<file path="src/sv/psp_pkg.sv">
package psp_pkg;

  // Packet layout and symbol codes
  localparam int unsigned PACKET_BITS = 26;
  localparam int unsigned CNT_W       = $clog2(PACKET_BITS);
  localparam int unsigned ADDR_W      = 6;
  localparam int unsigned MAX_PIXELS  = 63;
  localparam int unsigned CFG_IDX_W   = 4;
  localparam int unsigned CFG_DATA_W  = 8;

  localparam logic [7:0] SYM_ZERO = 8'h7E;
  localparam logic [7:0] SYM_ONE  = 8'h40;

  localparam logic [CNT_W-1:0] LAST_BIT = CNT_W'(PACKET_BITS - 1);

  // Register indexes
  localparam logic [CFG_IDX_W-1:0] REG_BRIGHTNESS    = CFG_IDX_W'(0);
  localparam logic [CFG_IDX_W-1:0] REG_STRING_LENGTH = CFG_IDX_W'(1);

  typedef logic [PACKET_BITS-1:0] packet_t;

  // Keep the low six bits of the value and replace a zero result by the limit
  function automatic logic [ADDR_W-1:0] legal_length(input logic [CFG_DATA_W-1:0] v);
    logic [ADDR_W-1:0] n;
    n = v[ADDR_W-1:0];
    if (n == '0 || 32'(n) > MAX_PIXELS) begin
      return ADDR_W'(MAX_PIXELS);
    end
    return n;
  endfunction

endpackage

</file>
<file path="src/sv/psp_serializer.sv">
module psp_serializer (
  input  logic              clk,
  input  logic              rst_n,
  input  logic              load,
  input  psp_pkg::packet_t  packet,
  output logic              can_load,
  output logic              out_valid,
  input  logic              out_ready,
  output logic [7:0]        out_uart_symbol,
  output logic              out_last_symbol
);

  logic                     valid_r, valid_nxt;
  psp_pkg::packet_t         sh_r, sh_nxt;
  logic [psp_pkg::CNT_W-1:0] cnt_r, cnt_nxt;
  logic                     fire;
  logic                     last;

  assign fire = valid_r && out_ready;
  assign last = (cnt_r == psp_pkg::LAST_BIT);

  // Take a new packet once the last word of the current one leaves
  assign can_load = !valid_r || (out_ready && last);

  // Load, shift out MSB first, drop when done
  always_comb begin
    valid_nxt = valid_r;
    sh_nxt    = sh_r;
    cnt_nxt   = cnt_r;
    if (load) begin
      valid_nxt = 1'b1;
      sh_nxt    = packet;
      cnt_nxt   = '0;
    end else if (fire) begin
      if (last) begin
        valid_nxt = 1'b0;
      end else begin
        sh_nxt  = {sh_r[psp_pkg::PACKET_BITS-2:0], 1'b0};
        cnt_nxt = cnt_r + 1'b1;
      end
    end
  end

  always_ff @(posedge clk) begin
    if (!rst_n) begin
      valid_r <= 1'b0;
      cnt_r   <= '0;
    end else begin
      valid_r <= valid_nxt;
      cnt_r   <= cnt_nxt;
    end
    sh_r <= sh_nxt;
  end

  assign out_valid       = valid_r;
  assign out_uart_symbol = sh_r[psp_pkg::PACKET_BITS-1] ? psp_pkg::SYM_ONE : psp_pkg::SYM_ZERO;
  assign out_last_symbol = last;

endmodule

</file>
<file path="src/sv/pixel_string_packet_encoder.sv">
// Channel  Direction  Handshake            Payload
// in       input      in_valid/in_ready    in_red, in_green, in_blue (8 bits each)
// out      output     out_valid/out_ready  out_uart_symbol (8), out_last_symbol (1)
// cfg      input      cfg_valid/cfg_ready  cfg_index (4), cfg_data (8)
//
// Each pixel yields 26 words, one per cycle while out_ready is high; the 26-bit
// shift register in the serializer sets that word count.
// A new pixel is taken in the cycle its predecessor's last word leaves.
// Reset clears the address counter and restores brightness 255, length 63.
// A stall on out holds the current word and blocks in; cfg_ready is always high.
module pixel_string_packet_encoder (
  input  logic                             clk,
  input  logic                             rst_n,
  input  logic                             in_valid,
  output logic                             in_ready,
  input  logic [7:0]                       in_red,
  input  logic [7:0]                       in_green,
  input  logic [7:0]                       in_blue,
  output logic                             out_valid,
  input  logic                             out_ready,
  output logic [7:0]                       out_uart_symbol,
  output logic                             out_last_symbol,
  input  logic                             cfg_valid,
  output logic                             cfg_ready,
  input  logic [psp_pkg::CFG_IDX_W-1:0]    cfg_index,
  input  logic [psp_pkg::CFG_DATA_W-1:0]   cfg_data
);

  logic [7:0]                  bright_r, bright_nxt;
  logic [psp_pkg::ADDR_W-1:0]  len_r, len_nxt;
  logic [psp_pkg::ADDR_W-1:0]  addr_r, addr_nxt;
  logic [psp_pkg::ADDR_W-1:0]  addr_inc;
  logic                        can_load;
  logic                        in_fire;
  logic                        cfg_fire;
  psp_pkg::packet_t            packet;

  assign cfg_ready = 1'b1;
  assign cfg_fire  = cfg_valid && cfg_ready;
  assign in_ready  = can_load;
  assign in_fire   = in_valid && in_ready;

  // Assemble address, brightness and the high nibbles of blue, green, red
  assign packet = {addr_r, bright_r, in_blue[7:4], in_green[7:4], in_red[7:4]};

  assign addr_inc = addr_r + 1'b1;

  // Register writes and address advance
  always_comb begin
    bright_nxt = bright_r;
    len_nxt    = len_r;
    addr_nxt   = addr_r;
    if (in_fire) begin
      addr_nxt = (addr_inc >= len_r) ? '0 : addr_inc;
    end
    if (cfg_fire) begin
      case (cfg_index)
        psp_pkg::REG_BRIGHTNESS: begin
          bright_nxt = cfg_data;
        end
        psp_pkg::REG_STRING_LENGTH: begin
          len_nxt  = psp_pkg::legal_length(cfg_data);
          addr_nxt = '0;
        end
        default: begin
        end
      endcase
    end
  end

  always_ff @(posedge clk) begin
    if (!rst_n) begin
      bright_r <= 8'hFF;
      len_r    <= psp_pkg::legal_length(8'd63);
      addr_r   <= '0;
    end else begin
      bright_r <= bright_nxt;
      len_r    <= len_nxt;
      addr_r   <= addr_nxt;
    end
  end

  psp_serializer u_ser (
    .clk             (clk),
    .rst_n           (rst_n),
    .load            (in_fire),
    .packet          (packet),
    .can_load        (can_load),
    .out_valid       (out_valid),
    .out_ready       (out_ready),
    .out_uart_symbol (out_uart_symbol),
    .out_last_symbol (out_last_symbol)
  );

endmodule

</file>
<file path="config.mk">
export PLATFORM = sky130hd
export DESIGN_NAME = pixel_string_packet_encoder
export DESIGN_NICKNAME = d
export VERILOG_FILES = /design/src/sv/psp_pkg.sv /design/src/sv/psp_serializer.sv /design/src/sv/pixel_string_packet_encoder.sv
export SDC_FILE = /design/constraint.sdc
export NUM_CORES = 1
export LEC_CHECK = 0
export ABC_AREA = 1
export BUFFER_PORTS_ARGS = -buffer_cell sky130_fd_sc_hd__buf_2
export CAP_MARGIN = 20
export CORE_MARGIN = 3
export CORE_UTILIZATION = 54
export CTS_CLUSTER_DIAMETER = 50
export DETAILED_ROUTE_END_ITERATION = 10
export PLACE_DENSITY_LB_ADDON = 0.3
export SYNTH_ARGS = -nofsm -noshare
export SYNTH_HDL_FRONTEND = slang
export SYNTH_HIERARCHICAL = 1
export SYNTH_SLANG_ARGS = --single-unit
</file>
<file path="constraint.sdc">
create_clock -name clk -period 2.94 [get_ports clk]
set_clock_uncertainty 0.05 [all_clocks]
set_input_delay 0.441 -clock clk [delete_from_list [all_inputs] [get_ports clk]]
set_output_delay 0.441 -clock clk [all_outputs]
set_load 0.01 [all_outputs]
</file>
After elaboration in Yosys (flattened, before gate mapping)
Index checks and enable logic that the tools add are counted.
{"block": "word_totals", "in_bits": 41, "wordCells": 45, "register_bits": 52}
{"block": "op_classes", "n_addsub": 2, "reduce_logical": 15, "n_mux": 16, "eq_ne": 3, "bitwise_logic": 2, "magnitude_cmp": 1}
{"op": "2-to-1 mux 26 bit", "count": 3}
{"op": "2-to-1 mux 6 bit", "count": 7}
{"op": "AND reduction 2 bit", "count": 5}
{"op": "adder 6 x 1 -> 6 bit, second input constant", "count": 1}
{"op": ">= comparator 6 bit", "count": 1}
{"op": "logical NOT 6 bit", "count": 1}
{"op": "2-to-1 mux 1 bit", "count": 6}
{"op": "adder 5 x 1 -> 5 bit, second input constant", "count": 1}
{"op": "== test 5 bit, second input constant", "count": 1}
{"op": "== test 4 x 1 -> 1 bit, second input constant", "count": 1}
{"op": "logical NOT 4 bit", "count": 1}
{"op": "nonzero test 2 bit", "count": 2}
{"op": "logical AND 1 bit", "count": 3}
{"op": "inequality test 2 bit, second input constant", "count": 1}
{"op": "NOT 1 bit", "count": 2}
{"op": "OR reduction 2 bit", "count": 1}
{"op": "logical NOT 1 bit", "count": 1}
{"op": "logical OR 1 bit", "count": 1}

Logic depth before layout (Yosys ltp)
Gate-level depths: netlist (run 1).
{"block": "logic_depth", "ltp_word": 7, "ltp_mapped": 13}

Hierarchy
Netlist (run 1), hierarchy kept.
{"module": "psp_serializer", "instances": 1, "cells_per_inst": 178, "area_per_inst_um2": 1539.0, "seq_area_each_um2": 900.9}
{"module": "pixel_string_packet_encoder", "instances": 1, "cells_per_inst": 136, "area_per_inst_um2": 1053.5, "seq_area_each_um2": 400.4}

Least setup slack after synthesis (run 1)
OpenSTA, ideal clock, no wires.
{"block": "synth_timing", "path_type": "register to register", "start": "register u_ser/cnt_r[0] (netlist bit)", "end": "register u_ser.sh_r[0] (enable)", "period_less_slack_ps": 2598, "t_required_ps": 2507, "stages_incl_launch_ff": 12, "arrival_ps": 2165, "setup_ps": 383, "path_buffers": 2, "path_slack_ps": 342, "cell_sequence": "dfxtp_1 -> ha_1 -> nand2_1 -> nor2_4 -> nand2_1 -> nand2_1 -> nand2_2 -> inv_1 -> buf_4 -> inv_2 -> buf_2 -> nand2_1"}
{"block": "synth_via", "elab_chain_len": 6, "word_cells_on_any_way": 7, "classes_between": "eq/ne (2); reduce/logical (5)"}
{"element": "from (decl)", "line": "psp_serializer.sv:15", "rtl": "logic [psp_pkg::CNT_W-1:0] cnt_r, cnt_nxt;"}
{"element": "from (signal assigned)", "line": "psp_serializer.sv:50", "rtl": "cnt_r <= cnt_nxt;"}
{"element": "== test 5 bit *", "line": "psp_serializer.sv:20", "rtl": "assign last = (cnt_r == psp_pkg::LAST_BIT);"}
{"element": "via out_last_symbol", "line": "pixel_string_packet_encoder.sv:22", "rtl": "output logic out_last_symbol,"}
{"element": "logical AND 1 bit *", "line": "psp_serializer.sv:23", "rtl": "assign can_load = !valid_r || (out_ready && last);"}
{"element": "logical OR 1 bit *", "line": "psp_serializer.sv:23"}
{"element": "via in_ready", "line": "pixel_string_packet_encoder.sv:15", "rtl": "output logic in_ready,"}
{"element": "logical AND 1 bit *", "line": "pixel_string_packet_encoder.sv:41", "rtl": "assign in_fire = in_valid && in_ready;"}
{"element": "via in_fire", "line": "pixel_string_packet_encoder.sv:34", "rtl": "logic in_fire;"}
{"element": "inequality test 2 bit (no source line) or nonzero test 2 bit (tied branches)"}
{"element": "AND reduction 2 bit (no source line) *"}
{"element": "to (signal assigned)", "line": "psp_serializer.sv:52", "rtl": "sh_r <= sh_nxt;"}
{"element": "to (decl)", "line": "psp_serializer.sv:14", "rtl": "psp_pkg::packet_t sh_r, sh_nxt;"}
Mark *: on every way through the listed nets, which the timed path passes. The rest lies on a longest branch.
A chain may end at the register's enable or synchronous reset.

Worst setup path after layout (run 1)
{"block": "layout_timing", "start": "register u_ser/cnt_r[0] (netlist bit)", "end": "register u_ser.sh_r[14] (enable)"}
{"block": "layout_via", "elab_chain_len": 6, "word_cells_on_any_way": 7, "classes_between": "eq/ne (2); reduce/logical (5)"}
{"element": "== test 5 bit *", "line": "psp_serializer.sv:20"}
{"element": "logical AND 1 bit *", "line": "psp_serializer.sv:23"}
{"element": "logical OR 1 bit *", "line": "psp_serializer.sv:23"}
{"element": "logical AND 1 bit *", "line": "pixel_string_packet_encoder.sv:41"}
{"element": "via in_fire", "line": "pixel_string_packet_encoder.sv:34"}
{"element": "inequality test 2 bit (no source line) or nonzero test 2 bit (tied branches)"}
{"element": "AND reduction 2 bit (no source line) *"}
Marks and branches as above.

==> out/results.ini, run 1 <==
[cts]
cts.path.max_buffers = 2
clock_latency_ps = 300
cts_tree = built
cts.clk_slew.worst_paths_ps = 90
post-cts-setup-buffer-count = 0
cts_root_buf = clkbuf_8
cts_num_sinks = 52
htree_levels = 2
numCtsBuffers = 5
holdBufCountCts = 0
cts_resized = 0

[worst_setup_path]
path_buf_inv = 3
path_delay_family = simple AND/OR/NAND/NOR gates
reg2reg_depth = 10
worstPathCellList = ha_1, nand2_1, nor2_4, nand2_1, nand2_1, nand2_2, inv_1, inv_2, nand2_1, buf_4
crit_fanout = 26
cp-end-kind = flop
timing.rr.end = u_ser/sh_r[14]
slowest_stage = dfxtp_1
arrival_ps = 2000
cp-start-kind = flop
cpPeakStageDelay_ps = 430
critPathRequiredTime_ps = 2870
critical_path_class = reg2reg
r2r-start = u_ser/cnt_r[0]
rrSetupSlack_ps = 870
cpMostUsedCell = nand2_1
cp-startpoint = u_ser/cnt_r[0]

[logic_synthesis]
syn_area_per_cell_sq_um = 8.26
yosys_warnings = 6
synthesis.area_sq_mm = 0.00259
synthCells = 314
yosysUniqueCellTypes = 27
ys_top_cells_by_area = edfxtp_1 30%, dfxtp_1 20%, nand2_1 18%
synth_largest_area_cell = edfxtp_1
yosys_register_bits = 52
synth_top_area_share_pct = 30.1
yosysSeqAreaShare_pct = 50.2

[floorplanning]
core_sq_mm = 0.00450
dieHeight_microns = 75.3
die_w_microns = 75.3
row_count = 24
initial_core_util_pct = 57.6
die_area_sq_mm = 0.00567
io_pins = 53

[finish]
layout_common_cells = 123 x nand2_1, 36 x buf_2, 32 x inv_1, 26 x dfxtp_1, 26 x edfxtp_1
drive_above_1_share_pct = 18.6
finish.utilization_pct = 63.3
final_area_sq_mm = 0.00285
num_antenna_cells = 0
multi_input_area_sq_mm = 0.00105
final_common_cell = nand2_1
nets = 394
fillers = 401
ff_latch_area_sq_mm = 0.00130
area_growth_syn_to_layout_pct = 10.0

[power_and_ir_drop]
p_leak_nw = 1.40
max-vdd-ir-drop_uv = 398
powerDensity_mw_per_mm2 = 519

[place]
placed_cell_area_sq_mm = 0.00275
gp_congestion = 0.758
port_buffers = 36
place_hpwl_microns = 3240

[global_routing]
met2_usage_pct = 28.5
grtUsageMet1_pct = 22.3
grt_pass1_vias = 1708
gr-total-overflow = 0
gr-usage-all-layers_pct = 17.1
grt_first_pass_wirelength_microns = 7460
busiest_layer = met2
antenna_found_initial = 0
grtUsageMet3_pct = 4.75
grt_max_degree = 28

[sta]
fmax_mhz = 483
finalHoldViolCount = 0
finalSetupTns_ps = 0
finalCriticalPeriod_ps = 2070
finalCritPeriodShare_pct = 70.4
rsz0062_at_grt = false
timing.hold.ws_ps = 319
slew_violations = 0
finalSetupViolCount = 0

[drt]
route.detailed.drc = 0
wirelength_microns = 4540
wl_per_cell_microns = 11.4
detail-route-antenna-nets = 0
via_per_inst = 4.95
first_iter_violations = 102
vias = 1966
firstDrtPassIters = 4

[min_path]
hp-class = in2reg
hold_start = cfg_data[7]
hold_depth = 3
min_to = bright_r[7]

[flow_run]
maxCapViolCount = 0

[outcome]
status = finished clean

## Yosys cell counts (all sizes together)
| library cell | instances |
|---|---|
| edfxtp | 26 |
| xor2 | 1 |
| dfxtp | 26 |
| nand2 | 127 |
| nand3 | 16 |
| o21ai | 1 |
| nor2 | 24 |
| inv | 34 |
| o21bai | 1 |
| clkbuf | 1 |
| o211ai | 7 |
| a31oi | 6 |
| buf | 16 |
| ha | 9 |
| conb | 3 |
| xnor2 | 1 |
| nand4 | 5 |
| a21oi | 10 |
## tightest hold or removal path, stage by stage
cell	delay (ps)
buf_2	90
nand2_1	50
nand3_1	60
## power by group
group	internal, mW	switching [mW]
Clock	0.252	0.219
Combinational	0.0594	0.109
Sequential	0.824	0.0180
Total	1.14	0.346
## worst max-delay path by stage
stage | slack, ps | cells past startpoint | end
finish | 870 | 10 | u_ser/sh_r[14]
CTS | 880 | 10 | u_ser/sh_r[23]
detailed placement | 880 | 10 | u_ser/sh_r[16]
global route | 690 | 10 | u_ser/sh_r[23]
global placement | 910 | 10 | u_ser/sh_r[13]
floorplan | 340 | 11 | u_ser/sh_r[0]
## through the flow
step           instances  setup WS, ps  power [mW]
2_1_floorplan        315           342       0.981
5_1_grt              397           688        1.55
3_3_place_gp         389           906        1.02
4_1_cts              397           877        1.49
6_report             397           871        1.48
3_5_place_dp         389           884        1.03
## area by class of cell
cell class                 count  area share [%]
multi-input combinational    212            36.8
inverter                      34            4.47
sequential                    52            45.6
clock buffer                   6            2.54
clock inverter                 2            1.23
timing repair buffer          39            7.11
tap                           52            2.28
## logic make-up after synthesis
kind of cell | count (synthesis) | synth area share (%)
AO/OA/AOI/OAI | 25 | 6.03
XOR/XNOR | 2 | 0.965
adder cells (fa/ha/maj) | 9 | 4.34
buffers and inverters | 51 | 9.51
flip-flops | 52 | 50.2
other | 3 | 0.434
AND/OR/NAND/NOR | 172 | 28.5
## per-layer routing
layer  vias up  share of wire (%)
met5         -                  0
met4         0               0.81
met3         8                4.6
met2        44                 45
met1       864                 49
li1       1050                  -
## state kept, by name, summed over array words and instances (netlist names)
signal and flops:
u_ser/sh_r 26, bright_r 8, addr_r 6, len_r 6, u_ser/cnt_r 5, u_ser/out_valid 1
Power figures use the tool's default switching activity.
==> run 2, diff against run 1 <==
- ABC_AREA: 1 -> 0
- CORE_UTILIZATION: 54 -> 53
- clock period: 2.94 -> 2.1 ns (I/O delays scaled with it)
==> out/results.ini, run 2 <==
[global_routing]
antenna_found_initial = 0
gr-total-overflow = 0
grt_first_pass_wirelength_microns = 6890
grt_max_degree = 27
grt_pass1_vias = 1450
gr-usage-all-layers_pct = 16.4

[worst_setup_path]
critPathRequiredTime_ps = 2270
rrSetupSlack_ps = 10
cpPeakStageDelay_ps = 380
slowest_stage = dfxtp_4
cp-end-kind = flop
r2r-start = addr_r[0]
timing.rr.end = addr_r[2]
crit_fanout = 6
cp-start-kind = flop
critical_path_class = reg2reg
arrival_ps = 2260
worstPathCellList = ha_4, nand3_2, xnor2_2, ha_1, a21o_1, a211o_1, a41oi_2, buf_6, o21ai_2, a21oi_2
path_buf_inv = 1
reg2reg_depth = 10
path_delay_family = compound AO/OA/AOI/OAI gates

[drt]
via_per_inst = 5.40
vias = 1657
route.detailed.drc = 0
wirelength_microns = 4370
first_iter_violations = 64
firstDrtPassIters = 4
detail-route-antenna-nets = 0
wl_per_cell_microns = 14.2

[min_path]
min_to = bright_r[7]
hold_start = cfg_data[7]
hold_depth = 3
hp-class = in2reg

[logic_synthesis]
synth_top_area_share_pct = 32.6
ys_async_sr_fraction_pct = 0
synthesis.area_sq_mm = 0.00239
synth_ff_type = edfxtp_1
synth_edf_count = 26
syn_area_per_cell_sq_um = 11.3
yosysUniqueCellTypes = 36
synthCells = 211
yosys_warnings = 6
yosysMostFrequentCell = nand2_1
ys_top_cells_by_count = 29 x nand2_1, 26 x dfxtp_1, 26 x edfxtp_1
yosys_register_bits = 52
synth_largest_area_cell = edfxtp_1
yosysSeqAreaShare_pct = 54.3
ys_top_cells_by_area = edfxtp_1 33%, dfxtp_1 22%, mux2_2 12%

[cts]
cts.path.max_buffers = 2
htree_levels = 2
cts_tree = built
cts.clk_slew.worst_paths_ps = 90
holdBufCountCts = 0
numCtsBuffers = 5
clock_latency_ps = 290
cts_num_sinks = 52
cts_root_buf = clkbuf_8

[finish]
final_common_cell = buf_2
fillers = 320
reg.largest.list = u_ser/sh_r: 26 flops, bright_r: 8 flops
drive_above_1_share_pct = 42.0
nets = 306
regMostFlops = u_ser/sh_r
final_area_sq_mm = 0.00290
largest_reg_flops = 26
layout_common_cells = 36 x buf_2, 27 x nand2_1, 26 x edfxtp_1, 25 x mux2_2, 22 x dfxtp_1
num_antenna_cells = 0
area_growth_syn_to_layout_pct = 21.0
fin_cells = 307

[outcome]
status = finished clean

[power_and_ir_drop]
finalPower_mw = 2.08
powerDensity_mw_per_mm2 = 717
max-vdd-ir-drop_uv = 464
p_leak_nw = 1.23

[sta]
fmax_mhz = 479
finalCritPeriodShare_pct = 99.4
finalSetupViolCount = 0
slew_violations = 0
rsz0062_at_grt = true
worst_pin_slew_ps = 629
finalCriticalPeriod_ps = 2090
finalHoldViolCount = 0
relSlewSlack_pct = 58.0

[floorplanning]
core_sq_mm = 0.00417
io_pins = 53
initial_core_util_pct = 57.4
row_count = 23
die_area_sq_mm = 0.00536
die_w_microns = 73.2
dieHeight_microns = 73.2

[place]
placed_cells = 294
place_hpwl_microns = 2950
placed_cell_area_sq_mm = 0.00268
port_buffers = 36
gp_congestion = 0.738

[flow_run]
maxCapViolCount = 0

run 2: through the flow:
stage	setup WS, ps	hold slack [ps]	setup TNS (ps)	util, %
CTS	3.81	169	0	68.4
detailed placement	-83.4	401	-390	64.2
floorplan	1.04	372	0	-
global route	-98.1	180	-392	69.4
global placement	-76.3	400	-306	64.2
finish	11.7	171	0	69.4
run 2: cell families after synthesis:
| family | count (synthesis) | share of synthesized area (%) |
|---|---|---|
| AO/OA/AOI/OAI | 29 | 8.52 |
| buffers and inverters | 25 | 5.75 |
| AND/OR/NAND/NOR | 64 | 13.0 |
| flip-flops | 52 | 54.3 |
| adder cells (fa/ha/maj) | 9 | 4.70 |
| multiplexers | 26 | 12.2 |
| XOR/XNOR | 3 | 1.10 |
| other | 3 | 0.470 |
run 2: area by class of cell:
cell class | instances | area (sq um) | area share, %
sequential | 52 | 1310 | 45.3
multi-input combinational | 136 | 1060 | 36.6
timing repair buffer | 52 | 317 | 10.9
clock buffer | 6 | 72.6 | 2.50
tap | 50 | 62.6 | 2.16
clock inverter | 2 | 38.8 | 1.34
inverter | 9 | 33.8 | 1.17
run 2: worst max-delay path by stage:
stage,depth (start not counted),from,slack (ps),end
2_1_floorplan,12,u_ser/cnt_r[1],1,u_ser/sh_r[0]
3_5_place_dp,10,addr_r[1],-80,addr_r[2]
6_report,10,addr_r[0],10,addr_r[2]
4_1_cts,9,addr_r[0],4,addr_r[2]
3_3_place_gp,10,addr_r[1],-80,addr_r[2]
5_1_grt,10,addr_r[0],-100,addr_r[0]
run 2: repair_timing:
action                                  in CTS  in global routing
gates cloned                                 0                  1
endpoints found under the setup margin       6                 32
buffers inserted                             2                  2
pin swaps                                    6                  4
hold endpoints to repair                     0                  0
gates resized for setup                     11                  5
run 2: power breakdown:
group          switching [mW]  total [mW]  internal [mW]  leakage, nW
registers              0.0232        1.17           1.14        0.461
clock network           0.314       0.674          0.360       0.0558
logic                   0.121       0.236          0.115        0.711
total                   0.458        2.08           1.62         1.23
run 2: worst min-delay path, cell delays in order:
cell and delay, ps:
buf_2 70, nand2_1 40, nand3_1 60
run 2: layer usage:
layer	part of all wire, %	routed length (microns)	GRT usage (%)
met2	50	2180	26.1
met3	3.9	172	3.58
met1	45	1960	22.3
met5	0	0	0
met4	1.4	61	5.12
